$ cat src/rtl/bcpa_ram.sv
`timescale 1ns / 1ps
// ----------------------------------------------------------------------------
// bcpa_ram
// Simple dual-port RAM: one write port, one read port, registered read data.
// ----------------------------------------------------------------------------
module bcpa_ram #(
	parameter int WIDTH = 64,
	parameter int DEPTH = 64
) (
	input  logic                                       clk,
	input  logic                                       we,
	input  logic [((DEPTH > 1) ? $clog2(DEPTH) : 1)-1:0] waddr,
	input  logic [WIDTH-1:0]                           wdata,
	input  logic                                       re,
	input  logic [((DEPTH > 1) ? $clog2(DEPTH) : 1)-1:0] raddr,
	output logic [WIDTH-1:0]                           rdata
);

	logic [WIDTH-1:0] mem [DEPTH];

	always_ff @(posedge clk) begin
		if (we) begin
			mem[waddr] <= wdata;
		end
		if (re) begin
			rdata <= mem[raddr];
		end
	end

endmodule

$ cat config.mk
export PLATFORM = sky130hd
export DESIGN_NAME = bcpa_ram
export DESIGN_NICKNAME = d
export VERILOG_FILES = /design/src/rtl/bcpa_ram.sv
export SDC_FILE = /design/constraint.sdc
export NUM_CORES = 2
export LEC_CHECK = 0
export BUFFER_PORTS_ARGS = -buffer_cell sky130_fd_sc_hd__buf_2
export CAP_MARGIN = 20
export CELL_PAD_IN_SITES_DETAIL_PLACEMENT = 1
export CELL_PAD_IN_SITES_GLOBAL_PLACEMENT = 1
export CORE_ASPECT_RATIO = 0.7
export CORE_MARGIN = 10
export CORE_UTILIZATION = 59
export CTS_BUF_LIST = sky130_fd_sc_hd__clkbuf_2
export DETAILED_ROUTE_END_ITERATION = 12
export GPL_TIMING_DRIVEN = 0
export PLACE_DENSITY = 0.78
export SLEW_MARGIN = 5
export SYNTH_ARGS = -nofsm -noshare
export SYNTH_HDL_FRONTEND = slang
export SYNTH_SLANG_ARGS = --single-unit
export TNS_END_PERCENT = 10
$ cat constraint.sdc
create_clock -name clk -period 7.3 [get_ports clk]
set_clock_uncertainty 0.2 [all_clocks]
set_input_delay 0.73 -clock clk [delete_from_list [all_inputs] [get_ports clk]]
set_output_delay 0.73 -clock clk [all_outputs]
set_load 0.05 [all_outputs]
==> summary.txt <==
Floorplanning
  – Core area: 0.265 mm^2
  – Core Rows: 158
  – Die Span X: 637 um
  – Area of the die: 0.287 mm^2
  – Die Y: 452 um
  – I/O Pins: 143
  – Initial core utilization: 0.593

Route
  – Initial DRT Pass Iterations: 12
  – Final WL: 531000 um
  – Drt wl/cell: 42.8 um
  – DRT antenna net count: 0
  – Drc violations: 1
  – Via/cell ratio: 7.16
  – First DRT Iteration DRCs: 17300
  – Vias: 88700

Timing
  – Tightest Pin Transition: 1.81 ns
  – Endpoints failing hold: 0
  – # setup viols final: 0
  – Final Max Tran Viols: 12
  – Hold_ws: 0.0613 ns
  – Period minus WS final: 4.43 ns
  – RSZ-0062 raised after global routing: no
  – Final Worst Setup Slack: 2.87 ns
  – Period utilization: 0.607
  – Max Clk Rate: 0.226 GHz
  – Normalized max-slew margin: -0.208

Yosys
  – Synth Area in Compound Gates: 0.0247
  – Synth Area in Simple Gates: 0.0123
  – Syn Area/Cell: 23.8 um^2
  – Mapped cell area: 0.157 mm^2
  – Multiplexer area fraction after synthesis: 0.156
  – Synth top area share: 0.796
  – Top FF cell, synth: edfxtp_1
  – Number of flops mapped to enable cells by yosys: 4160
  – Synth async-reset ratio: 0
  – YS warnings: 0
  – Post-synth net total: 6677
  – Count leader, synth: edfxtp_1
  – Main combinational cell family by area after synthesis: multiplexers
  – Synth Area in Adders: 0
  – Synthesized instance count: 6598
  – Synth Register Bits: 4160
  – Sequential share of the synthesized area: 0.796
  – Leading area contributor after synthesis: edfxtp_1
  – Synth cell count leaders: edfxtp_1, mux4_2, buf_2
  – Synth area leaders: edfxtp_1, mux4_2, mux2i_1, a22oi_1, buf_2
  – XOR/XNOR Fraction of Synth Area: 0
  – Distinct cell type count after synthesis: 32

Clocking
  – Sink count of the clock tree: 4160
  – Post-CTS Resized: 0
  – CTS H-tree depth: 6
  – Clock Latency Late Sink: 2.20 ns
  – Clock root buffer: clkbuf_2
  – Number of buffers created by CTS: 900
  – TritonCTS clock tree: built
  – Clock Pin Slew Worst Setup and Hold Paths: 0.23 ns
  – Clk buf depth: 4

Global routing
  – Grt total ovfl: 0
  – Total Routing Usage GR: 0.365
  – Initial antenna violation count: 48
  – Largest net degree at the start of global routing: 65
  – Vias in the first global route: 91400
  – First-pass GRT wire length: 733000 um

Setup path
  – Critical Path End Type: flip-flop
  – WP data arrival: 5.90 ns
  – CP Launch Type: primary input
  – Max FO, Critical Path: 10
  – Critical path required time: 8.77 ns
  – Setup Crit Path Kind: primary input to flip-flop

Pwr
  – Combinational share of power: 0.071
  – Power Density: 252 mW/mm^2
  – Cell-internal power: 33.0 mW
  – Leakage: 58.1 nW
  – Maximum VDD drop: 166 uV
  – Flop pwr share: 0.587
  – Sw Ratio: 0.270
  – Clock power share: 0.343
  – Pwr Total: 45.2 mW
  – P_sw: 12.2 mW

Finish
  – Final Util: 0.677
  – Nets: 8205
  – Layout overhead on the synthesized area: 14.2%
  – Layout cell share with drive strength beyond 1: 0.364

Outcome
  – Status: finished, violations left
  – Failing checks: DRC, capacitance limit, slew limit

Placement
  – Final GP Congestion: 0.859
  – DP Worst Slack: 1.92 ns
  – # port buffers: 134
  – Final HPWL DP: 315000 um

Hold path
  – Hold Path Class: primary input to flip-flop

Run
  – Max-Cap Viols: 1
## cell usage in the layout (no fill, tap or decap), types with 27 or more instances in the layout
master,instances
clkinv_2,27
nor2_4,62
o221ai_1,38
a22o_1,88
buf_4,57
a211oi_1,63
clkinv_1,168
edfxtp_1,4160
clkbuf_2,1355
o22ai_1,81
or2_2,28
dlygate4sd3_1,185
nand3_1,45
buf_16,100
nor2_1,50
buf_2,304
nand2_1,58
mux4_2,1024
a22oi_1,168
nor2b_1,28
mux2i_1,135
or3_1,29
diode_2,61
clkbuf_1,134
buf_12,162
and3_1,64
## state kept, by name, indices dropped and copies added (netlist names)
register,count
mem,4096
rdata,64
## per-layer routing
| layer | global-route usage | up-vias | routed length [um] |
|---|---|---|---|
| li1 | - | 32200 | - |
| met1 | 0.480 | 45600 | 177000 |
| met2 | 0.527 | 9017 | 233000 |
| met3 | 0.157 | 1891 | 88800 |
| met4 | 0.185 | 42 | 31700 |
| met5 | 0.00508 | - | 503 |
## per-stage QoR
| stage | TNS [ns] | instance area, um^2 | std cells |
|---|---|---|---|
| global placement | -5123.05 | 162000 | 10300 |
| global route | 0 | 179000 | 12400 |
| CTS | 0 | 179000 | 12300 |
| floorplan | 0 | 157000 | 6598 |
| finish | 0 | 179000 | 12400 |
| detailed placement | 0 | 167000 | 10500 |
## layout make-up
class                      instances  area, um^2
tap                             3520        4400
clock buffer                    1349        6750
antenna                           61         153
inverter                          19        71.3
timing repair buffer             626        8950
fill                           21200       85700
sequential                      4160      125000
clock inverter                   240        1430
buffer                           370        1780
multi-input combinational       2049       30800
## what timing repair did
item | in CTS | in global routing
hold buffers | 238 | 1
hold endpoints to repair | 6300 | 5
setup buffers | 0 | 0
## critical path, cell delays in order
cell and delay, ns:
dlygate4sd3_1 0.52, buf_2 0.31, buf_4 0.40, buf_2 0.51
buf_2 0.70, buf_4 0.39, mux2i_1 0.16, o22ai_1 0.87
a31oi_1 0.25, a211oi_1 0.99
## kinds of logic after synthesis
family                 Yosys count
flip-flops                    4160
multiplexers                  1159
AO/OA/AOI/OAI                  504
buffers and inverters          389
AND/OR/NAND/NOR                386
## power groups by stage
stage / clock, mW / combinational, mW / sequential, mW
finish: 15.5 / 3.19 / 26.5
global route: 16.6 / 3.23 / 26.5
floorplan: 0 / 1.23 / 27.2
global placement: 0 / 2.56 / 27.1
CTS: 15.0 / 3.00 / 26.5
detailed placement: 0 / 2.77 / 27.1
## worst paths after layout
kind	from	end	slack, ns	cells after the start
max	raddr[2]	rdata[1]$_DFFE_PP_	2.87	10
min	wdata[62]	mem[38][62]$_DFFE_PP_	0.06	4
max reg2reg	mem[51][1]$_DFFE_PP_	rdata[1]$_DFFE_PP_	3.89	5
min reg2reg	mem[39][34]$_DFFE_PP_	rdata[34]$_DFFE_PP_	0.76	4
Power figures use the tool's default switching activity.
